**src/rtl/core/wgm_pkg.sv**
```systemverilog
package wgm_pkg;

  // Pattern metacharacters
  localparam logic [7:0] CHAR_STAR = 8'h2A;
  localparam logic [7:0] CHAR_ANY  = 8'h3F;
  localparam logic [7:0] CHAR_ESC  = 8'h5C;

  // Configuration register indexes (byte address 8*index)
  typedef enum logic [1:0] {
    REG_PAT_LOW  = 2'd0,
    REG_PAT_MID  = 2'd1,
    REG_PAT_HIGH = 2'd2,
    REG_PAT_LEN  = 2'd3
  } reg_idx_e;

  // Per-byte verdict flags from the step unit
  typedef struct packed {
    logic early;
    logic matched;
  } wgm_flags_t;

endpackage

```
**src/rtl/core/wgm_step.sv**
```systemverilog
module wgm_step import wgm_pkg::*; #(
  parameter int PATTERN_MAX = 24
) (
  input  logic [PATTERN_MAX-1:0][7:0] pat_i,
  input  logic [4:0]                  pat_len_i,
  input  logic [PATTERN_MAX:0]        active_i,
  input  logic                        early_i,
  input  logic [7:0]                  text_byte_i,
  output logic [PATTERN_MAX:0]        active_o,
  output wgm_flags_t                  flags_o
);

  localparam int P = PATTERN_MAX;

  logic [4:0]   lim;
  logic [P-1:0] in_len, zero_b, zhit, first_z, used, last_pos;
  logic [P-1:0] is_star, is_any, is_esc, is_lit, star_prop, gen;
  logic [P-1:0] reach_u, nxt_star, nxt_one, nxt_esc;
  logic [P:0]   used_ext, onehot_len, live, psum, carry_in, reach;

  // Saturate the length and classify every pattern byte
  always_comb begin
    lim = (pat_len_i > 5'(P)) ? 5'(P) : pat_len_i;
    for (int i = 0; i < P; i++) begin
      in_len[i]  = 5'(i) < lim;
      zero_b[i]  = pat_i[i] == 8'h00;
      is_star[i] = pat_i[i] == CHAR_STAR;
      is_any[i]  = pat_i[i] == CHAR_ANY;
      is_esc[i]  = pat_i[i] == CHAR_ESC;
      is_lit[i]  = pat_i[i] == text_byte_i;
    end
  end

  // In-use mask: positions below the first zero byte within the length
  assign zhit       = in_len & zero_b;
  assign first_z    = zhit & (~zhit + P'(1));
  assign used       = (zhit == '0) ? in_len : (first_z - P'(1));
  assign last_pos   = used & ~(used >> 1);
  assign used_ext   = {used, 1'b1};
  assign onehot_len = used_ext & ~(used_ext >> 1);
  assign live       = active_i & used_ext;

  // Star closure as a carry chain: a live star that is not last feeds the next position
  assign star_prop = is_star & (used >> 1);
  assign gen       = live[P-1:0] & star_prop;
  assign psum      = {1'b0, star_prop} + {1'b0, gen};
  assign carry_in  = psum ^ {1'b0, star_prop} ^ {1'b0, gen};
  assign reach     = live | carry_in;
  assign reach_u   = reach[P-1:0] & used;

  // Advance each reached position by its pattern byte
  assign nxt_star = reach_u & star_prop;
  assign nxt_one  = reach_u & (is_any | (is_lit & ~is_star & ~is_esc));
  assign nxt_esc  = reach_u & is_esc & (used >> 1) & (is_lit >> 1);
  assign active_o = {1'b0, nxt_star} | {nxt_one, 1'b0} | ({nxt_esc, 1'b0} << 1);

  // Early accept on a final star; verdict for an ending byte
  assign flags_o.early   = early_i | (|(reach_u & is_star & last_pos));
  assign flags_o.matched = early_i | (|(live & onehot_len))
                         | (|(live[P-1:0] & last_pos & is_star));

endmodule

```
**src/rtl/core/wildcard_glob_matcher.sv**
```systemverilog
// Wildcard glob matcher.
// Text arrives on the input channel one byte per beat (text_byte_i, in_valid_i,
// in_stall_o); a zero byte ends the string. Only the ending byte yields a result
// beat on the output channel (matched_o, out_valid_o, out_stall_i).
// The pattern ('?' any byte, '*' any run, backslash escapes) is written through
// the APB port: 64-bit registers at byte addresses 0, 8, 16 and 24 (pattern bytes
// 0-7, 8-15, 16-23, length). Write it only while no beat is in flight; a new
// pattern applies at once, also to a string in progress.
// Throughput: one byte per cycle unless an ending byte is held by a stalled
// result. The active-position update and star closure are a single
// combinational pass between the byte stage register and the position/result
// registers. An accepted byte is captured in the byte stage register and
// evaluated there; an ending byte's result beat is registered when it advances.
// Reset clears the pattern registers, sets only position zero active and drops
// any beat in flight. While the receiver stalls, the pending result holds and
// ordinary bytes keep flowing; a second ending byte waits in the stage register
// and in_stall_o rises until the result is taken.
module wildcard_glob_matcher import wgm_pkg::*; #(
  parameter int PATTERN_MAX = 24
) (
  input  logic        clk_i,
  input  logic        rst_ni,
  input  logic        psel,
  input  logic        penable,
  input  logic        pwrite,
  input  logic [4:0]  paddr,
  input  logic [63:0] pwdata,
  output logic [63:0] prdata,
  output logic        pready,
  input  logic [7:0]  text_byte_i,
  input  logic        in_valid_i,
  output logic        in_stall_o,
  output logic        matched_o,
  output logic        out_valid_o,
  input  logic        out_stall_i
);

  localparam int POS = PATTERN_MAX + 1;

  logic [63:0]    pat_low_q, pat_mid_q, pat_high_q;
  logic [4:0]     pat_len_q;
  logic [191:0]   pat_all;
  reg_idx_e       cfg_idx;
  logic           cfg_we;

  logic           s1_valid_q;
  logic [7:0]     s1_byte_q;
  logic           s1_end, s1_adv, out_free, in_take;
  logic [POS-1:0] active_q, active_d, step_active;
  logic           early_q, early_d;
  wgm_flags_t     flags;
  logic           out_valid_q, out_valid_d, matched_q;

  // Configuration port
  assign pready  = 1'b1;
  assign cfg_idx = reg_idx_e'(paddr[4:3]);
  assign cfg_we  = psel && penable && pwrite;

  always_comb begin
    unique case (cfg_idx)
      REG_PAT_LOW:  prdata = pat_low_q;
      REG_PAT_MID:  prdata = pat_mid_q;
      REG_PAT_HIGH: prdata = pat_high_q;
      REG_PAT_LEN:  prdata = {59'd0, pat_len_q};
      default:      prdata = '0;
    endcase
  end

  always_ff @(posedge clk_i or negedge rst_ni) begin
    if (!rst_ni) begin
      pat_low_q  <= '0;
      pat_mid_q  <= '0;
      pat_high_q <= '0;
      pat_len_q  <= '0;
    end else if (cfg_we) begin
      unique case (cfg_idx)
        REG_PAT_LOW:  pat_low_q  <= pwdata;
        REG_PAT_MID:  pat_mid_q  <= pwdata;
        REG_PAT_HIGH: pat_high_q <= pwdata;
        REG_PAT_LEN:  pat_len_q  <= pwdata[4:0];
        default:      ;
      endcase
    end
  end

  assign pat_all = {pat_high_q, pat_mid_q, pat_low_q};

  // Handshake: an ordinary byte never waits on the output side
  assign s1_end      = s1_byte_q == 8'h00;
  assign out_free    = !out_valid_q || !out_stall_i;
  assign s1_adv      = s1_valid_q && (!s1_end || out_free);
  assign in_stall_o  = s1_valid_q && !s1_adv;
  assign in_take     = in_valid_i && !in_stall_o;
  assign out_valid_o = out_valid_q;
  assign matched_o   = matched_q;

  // Byte stage register
  always_ff @(posedge clk_i or negedge rst_ni) begin
    if (!rst_ni) begin
      s1_valid_q <= 1'b0;
    end else if (!in_stall_o) begin
      s1_valid_q <= in_valid_i;
    end
  end

  always_ff @(posedge clk_i) begin
    if (in_take) begin
      s1_byte_q <= text_byte_i;
    end
  end

  wgm_step #(
    .PATTERN_MAX(PATTERN_MAX)
  ) u_step (
    .pat_i       (pat_all[8*PATTERN_MAX-1:0]),
    .pat_len_i   (pat_len_q),
    .active_i    (active_q),
    .early_i     (early_q),
    .text_byte_i (s1_byte_q),
    .active_o    (step_active),
    .flags_o     (flags)
  );

  // Advance the position set; an ending byte restarts it
  always_comb begin
    active_d    = active_q;
    early_d     = early_q;
    out_valid_d = out_valid_q && out_stall_i;
    if (s1_adv) begin
      if (s1_end) begin
        active_d    = POS'(1);
        early_d     = 1'b0;
        out_valid_d = 1'b1;
      end else begin
        active_d = step_active;
        early_d  = flags.early;
      end
    end
  end

  always_ff @(posedge clk_i or negedge rst_ni) begin
    if (!rst_ni) begin
      active_q    <= POS'(1);
      early_q     <= 1'b0;
      out_valid_q <= 1'b0;
    end else begin
      active_q    <= active_d;
      early_q     <= early_d;
      out_valid_q <= out_valid_d;
    end
  end

  // Result register loads only on an ending byte
  always_ff @(posedge clk_i) begin
    if (s1_adv && s1_end) begin
      matched_q <= flags.matched;
    end
  end

  // Checks
  a_restart: assert property (@(posedge clk_i) disable iff (!rst_ni)
    (s1_adv && s1_end) |=> (active_q == POS'(1)) && !early_q)
    else $error("position set not restarted after ending byte");

  a_stall_cause: assert property (@(posedge clk_i) disable iff (!rst_ni)
    in_stall_o |-> (out_valid_o && out_stall_i && s1_end))
    else $error("input stalled without a blocked result");

  a_early_match: assert property (@(posedge clk_i) disable iff (!rst_ni)
    (s1_adv && s1_end && early_q) |=> (out_valid_o && matched_o))
    else $error("early accept lost at string end");

endmodule
```
**config.mk**
```make
export PLATFORM = sky130hd
export DESIGN_NAME = wildcard_glob_matcher
export DESIGN_NICKNAME = d
export VERILOG_FILES = /design/src/rtl/core/wgm_pkg.sv /design/src/rtl/core/wgm_step.sv /design/src/rtl/core/wildcard_glob_matcher.sv
export SDC_FILE = /design/constraint.sdc
export NUM_CORES = 1
export LEC_CHECK = 0
export BUFFER_PORTS_ARGS = -buffer_cell sky130_fd_sc_hd__buf_2
export CAP_MARGIN = 10
export CORE_MARGIN = 8
export CORE_UTILIZATION = 45
export DETAILED_ROUTE_END_ITERATION = 8
export PLACE_DENSITY = 0.71
export SKIP_LAST_GASP = 1
export SLEW_MARGIN = 20
export SYNTH_ARGS = -nofsm -noshare
export SYNTH_HDL_FRONTEND = slang
export SYNTH_SLANG_ARGS = --single-unit
```
**constraint.sdc**
```tcl
create_clock -name clk_i -period 10.9 [get_ports clk_i]
set_input_delay 2.18 -clock clk_i [delete_from_list [all_inputs] [get_ports clk_i]]
set_output_delay 2.18 -clock clk_i [all_outputs]
set_load 0.02 [all_outputs]
```
# ---- Yosys cells after proc, flatten, opt, wreduce, memory -nomap -nowiden
# Index checks and enable logic that the tools add are counted.
dict set report totals {
  ff_bits 234
  in_bits 84
  elab_cells 226
}
dict set report classes {
  n_addsub 3
  magnitude_cmp 25
  n_eq_ne 99
  n_mux 7
  bitwise_logic 34
  n_reduce_logical 48
}
# cell count
set op_table {}
lappend op_table {{$eq A8 B6 Y1 const B} 48}
lappend op_table {{$and A24 B24 Y24} 13}
lappend op_table {{$pmux W64 S4} 1}
lappend op_table {{$logic_not A8 Y1} 25}
lappend op_table {{$eq A8 B7 Y1 const B} 24}
lappend op_table {{$eq A8 B8 Y1} 24}
lappend op_table {{$and A25 B25 Y25} 3}
lappend op_table {{$not A24 Y24} 3}
lappend op_table {{$and A23 B23 Y23} 3}
lappend op_table {{$or A24 B24 Y24} 2}
lappend op_table {{$reduce_or A24 Y1} 2}
lappend op_table {{$xor A24 B24 Y24} 2}
lappend op_table {{$lt A4 B5 Y1 const A} 8}
lappend op_table {{$lt A5 B5 Y1 const A} 8}
lappend op_table {{$mux W25} 1}
lappend op_table {{$not A24 Y25} 1}
lappend op_table {{$or A24 B25 Y25} 1}
lappend op_table {{$or A25 B25 Y25} 1}
lappend op_table {{$reduce_or A25 Y1} 1}
lappend op_table {{$add A24 B1 Y24 const B} 1}
lappend op_table {{$add A24 B24 Y24} 1}
lappend op_table {{$and A24 B23 Y24} 1}
lappend op_table {{$logic_not A24 Y1} 1}
lappend op_table {{$mux W24} 1}
lappend op_table {{other kinds (16)} 40}

# ---- Depth between registers and ports, before layout
dict set report depth {
  ltp_word 21
  depth_mapped 21
  ltp_nobuf 18
}

# ---- Hierarchy
# Synthesis repeated with hierarchy kept, for this count alone.
dict set report unflattened {
  cells_unflattened 1884
  hier_area_um2 17588.1
}
# module n_inst cells_each area_per_inst_um2 seq_area_each_um2
set by_module_without_submodules {}
lappend by_module_without_submodules {wildcard_glob_matcher 1 711 10020.9 5901.9}
lappend by_module_without_submodules {wgm_step 1 1173 7567.3 0.0}

# ---- Worst setup path before layout
# Ideal clock, no wire load.
dict set report synth_timing {
  path_kind {input to output}
  startpoint {input port paddr[3]}
  endpoint {output port prdata[12]}
  arrival_time_ns 3.833
  setup_slack_ns 4.887
  stages 5
  path_buffers 3
  path_cell_list {clkbuf_1 -> clkbuf_1 -> buf_1 -> mux2i_1 -> o21ai_0}
}
dict set report synth_between {
  elab_chain_cells 2
  word_cells_on_any_way 5
}
# element line_no
set synth_rtl {}
lappend synth_rtl {{start: declaration} wildcard_glob_matcher.sv:26} ;# input logic [4:0] paddr,
lappend synth_rtl {{$eq A2 B2 Y1 (tied with other cells)} wildcard_glob_matcher.sv:60} ;# unique case (cfg_idx)
lappend synth_rtl {{$pmux W64 S4 (*)} wildcard_glob_matcher.sv:60}
lappend synth_rtl {{end: declaration} wildcard_glob_matcher.sv:28} ;# output logic [63:0] prdata,
# Mark *: on every way between the ends. The rest lies on a longest branch, timed or not.

# ---- Final worst setup path
dict set report layout_timing {
  startpoint {input port paddr[4]}
  endpoint {output port prdata[34]}
}
# Same word-level chain as after synthesis.

==> flow_summary.ini <==
[worst_hold_path]
worstHoldPathCells = 2
hp-start = active_q[21]
hp-class = flop to flop

[power_and_ir_drop]
pwr-share-seq = 0.380
peakVddDrop_mv = 0.124
p_int_uw = 2150
combPwrFrac = 0.362
p_clk_frac = 0.259
p_leak_uw = 0.00782
switchingPower_uw = 1530
p_per_area_nw_per_um2 = 187
swShare = 0.416

[sta]
fmaxAchievable_mhz = 147
finalHoldViolations = 0
setup_tns_ns = 0
setup_viol_count_final = 0
rsz0062_at_grt = no
fin_crit_ns = 6.82
slew_viol_final = 0
finalClockSkew_ns = 0.0226
relSlewSlack = 0.182
fin_crit_sh = 0.626
worst_pin_slew_ns = 1.22

[route]
drt-met1-wl_um = 28500
drc = 0
wl_per_cell_um = 27.0
drt-initial-drc-count = 1723
maxUsedRoutingLayer = met5
routed-wl-met2_um = 32300
vias = 16700
wl_met3_um = 5740
postRouteAntennaNets = 0
drt_pre_antenna_iters = 8
routed_wl_um = 68700
via_per_inst = 6.59

[critical_path]
critPathLaunchType = primary input
slowest_delay_ns = 0.68
rr_worst_depth = 18
reg2reg_to = early_q
r2r_start = pat_len_q[1]
critPathLaunch = paddr[4]
rrSetupSlack_ns = 4.31
worst_ep_required_time_ns = 8.72
crit_fanout = 69
crit_path_cell_trace = buf_2, buf_4, nor2b_4, buf_4, nand2_1, o21ai_0, buf_2
critical_path.top_delay_family = buffers and inverters
worst-path-stages = 7
endpoint_kind = output pin
crit_buf_inv = 4
worst-setup-path-type = primary input to output pin
crit_arrival_ns = 4.64
crit_end = prdata[34]
cpMaxStageDelayCell = nor2b_4

[place]
dp_hpwl_um = 50600
place.gp.congestion = 1.03
placed_area_um2 = 18700
port-buffer-count = 147

[cts]
clock-root-buffer = clkbuf_16
clk_pin_slew_ns = 0.06
cts_buffers = 27
insertion_delay_ns = 0.57
cts_tree = built
clockBufferDepth = 3
htreeDepth = 1
post_cts_resized = 0
clock-sinks = 234
cts_hold_buffers = 0
cts_setup_buffers = 0

[synthesis]
ys_warn_count = 0
synth_ff_type = dfrtp_1
mappedNetlistNets = 1991
yosysUniqueCellTypes = 109
synth_edf_count = 9
synth_top_area_cell = dfrtp_1
yosysTopAreaCellShare = 0.320
synthTopCellsByArea = dfrtp_1 (32%), mux2_2 (13%), xnor2_1 (4.8%), xor2_1 (4.8%), nand2_1 (4.6%)
ys_ff_latch = 234
synthCells = 1906
synth_area_per_cell_um2 = 9.20
async_reset_ff_frac = 0.962
syn_area_um2 = 17500
yosysSeqAreaShare = 0.337

[final_layout]
fin_nets = 2089
insertedDiodeCount = 0
fill_cells = 3660
area.growth.synth_to_final_pct = 11.9
finish.instance_area_um2 = 19600
layout-drive-gt1-share = 0.236

[global_routing]
grt_use_total = 0.296
grt-ovfl-total = 0
grt_pass1_vias = 16800
antenna_found_initial = 3
grt_max_degree = 97
grt_pass1_wl_um = 104000

[die]
die_h_um = 213
rows = 72
fp.dieArea_um2 = 45500
core_area_um2 = 38600
die_w_um = 213
io_pins = 152
start_util = 0.455

[job]
maxCapViolations = 0

[outcome]
outcome = finished, final reports clean
## synthesized netlist by cell type (7+ instances only)
library cell	instances
clkbuf_1	89
xnor2_1	97
and4_1	17
o21ai_0	110
a21o_1	7
dfrtp_1	224
and2_1	24
nor2_1	98
a32oi_1	8
nor4_1	68
a22oi_1	10
or4_1	19
o211ai_1	8
a21oi_1	37
nor2b_1	10
nand2b_1	19
o22ai_1	7
o21ai_1	10
nand3_1	60
nor3_1	51
a31oi_1	17
nor4b_1	8
mux2i_1	65
a211oi_1	8
nand3b_1	10
nand2_1	216
nand4b_1	20
mux2_2	197
a22o_1	13
o31ai_1	8
and3_1	22
edfxtp_1	9
and4b_1	9
xor2_1	96
nand4_1	53
inv_1	18
or3_1	12
## worst min path at each step
stage	to	slack, ns
global placement	active_q[9]	0.48
detailed placement	active_q[21]	0.49
global route	active_q[21]	0.54
floorplan	active_q[9]	0.45
CTS	active_q[21]	0.50
finish	active_q[21]	0.49
## cell families (layout without fill, tap and decap cells)
group                      Yosys count  count (layout)  synth area share
AOI/OAI and AO/OA                  322             322             0.127
xor gates and xnor gates           193             193            0.0964
adders and majority gates            1               1          0.000713
buffers and inverters              129             246            0.0318
DFF                                234             234             0.337
muxes                              269             269             0.172
other                                1               1          0.000214
and+or+nand+nor                    757             757             0.236
## state kept, by name, summed over array words and instances (netlist names), 5 cells and up
register and flops:
pat_low_q 64, pat_high_q 64, pat_mid_q 64, s1_byte_q 8, pat_len_q 5, active_q 25
## per-stage QoR
stage / instances / worst slack (ns) / total power [uW] / util / hold WS, ns
3_3_place_gp: 2493 / 4.01 / 2650 / 0.485 / 0.476
2_1_floorplan: 1906 / 4.89 / 2220 / - / 0.450
5_1_grt: 2541 / 3.86 / 3840 / 0.509 / 0.536
4_1_cts: 2541 / 4.08 / 3650 / 0.509 / 0.499
3_5_place_dp: 2493 / 4.04 / 2690 / 0.485 / 0.486
6_report: 2541 / 4.08 / 3670 / 0.509 / 0.493
## worst min-delay path, cell delays in order (launching register included)
cell,delay (ns)
dfrtp_1,0.34
nand2_1,0.05
o21ai_1,0.06
## power groups by stage
stage / Clock [uW] / Combinational [uW] / Sequential, uW
4_1_cts: 961 / 1310 / 1380
5_1_grt: 995 / 1420 / 1420
3_3_place_gp: 0 / 1280 / 1370
3_5_place_dp: 0 / 1300 / 1390
2_1_floorplan: 0 / 982 / 1240
6_report: 950 / 1330 / 1390
## cells in the final DEF, fill, tap and decap left out, types with 8 or more instances in the layout
| cell | count |
|---|---|
| nand4b_1 | 20 |
| nor2_1 | 98 |
| a21oi_1 | 37 |
| nand2_1 | 215 |
| a31oi_1 | 17 |
| a32oi_1 | 8 |
| dfrtp_1 | 224 |
| mux2_2 | 197 |
| o21ai_0 | 110 |
| edfxtp_1 | 9 |
| or3_1 | 12 |
| or4_1 | 19 |
| nand4_1 | 53 |
| inv_1 | 18 |
| mux2i_1 | 65 |
| and2_1 | 24 |
| nor2b_1 | 9 |
| buf_4 | 33 |
| a211oi_1 | 8 |
| xnor2_1 | 97 |
| xor2_1 | 96 |
| nor4_1 | 68 |
| o21ai_1 | 9 |
| nand2b_1 | 19 |
| a22oi_1 | 10 |
| o31ai_1 | 8 |
| o211ai_1 | 8 |
| nor3_1 | 50 |
| and4b_1 | 9 |
| buf_2 | 145 |
| nor4b_1 | 8 |
| and4_1 | 17 |
| a22o_1 | 13 |
| clkbuf_16 | 27 |
| nand3_1 | 60 |
| nand3b_1 | 10 |
| and3_1 | 22 |
## cell type report
class | count | area [um2] | area share
well taps | 518 | 648 | 0.0330
inverters | 19 | 71.3 | 0.00363
repair buffers | 179 | 988 | 0.0504
flip-flops and latches | 234 | 5900 | 0.301
multi-input cells | 1543 | 11100 | 0.566
clock buffers | 37 | 773 | 0.0394
clock inverters | 11 | 140 | 0.00714
## metal layers
metal / GRT usage / vias up
li1: - / 7301
met1: 0.396 / 8413
met2: 0.486 / 859
met3: 0.0485 / 170
met4: 0.0938 / 4
met5: 0 / -
Power figures use the tool's default switching activity.
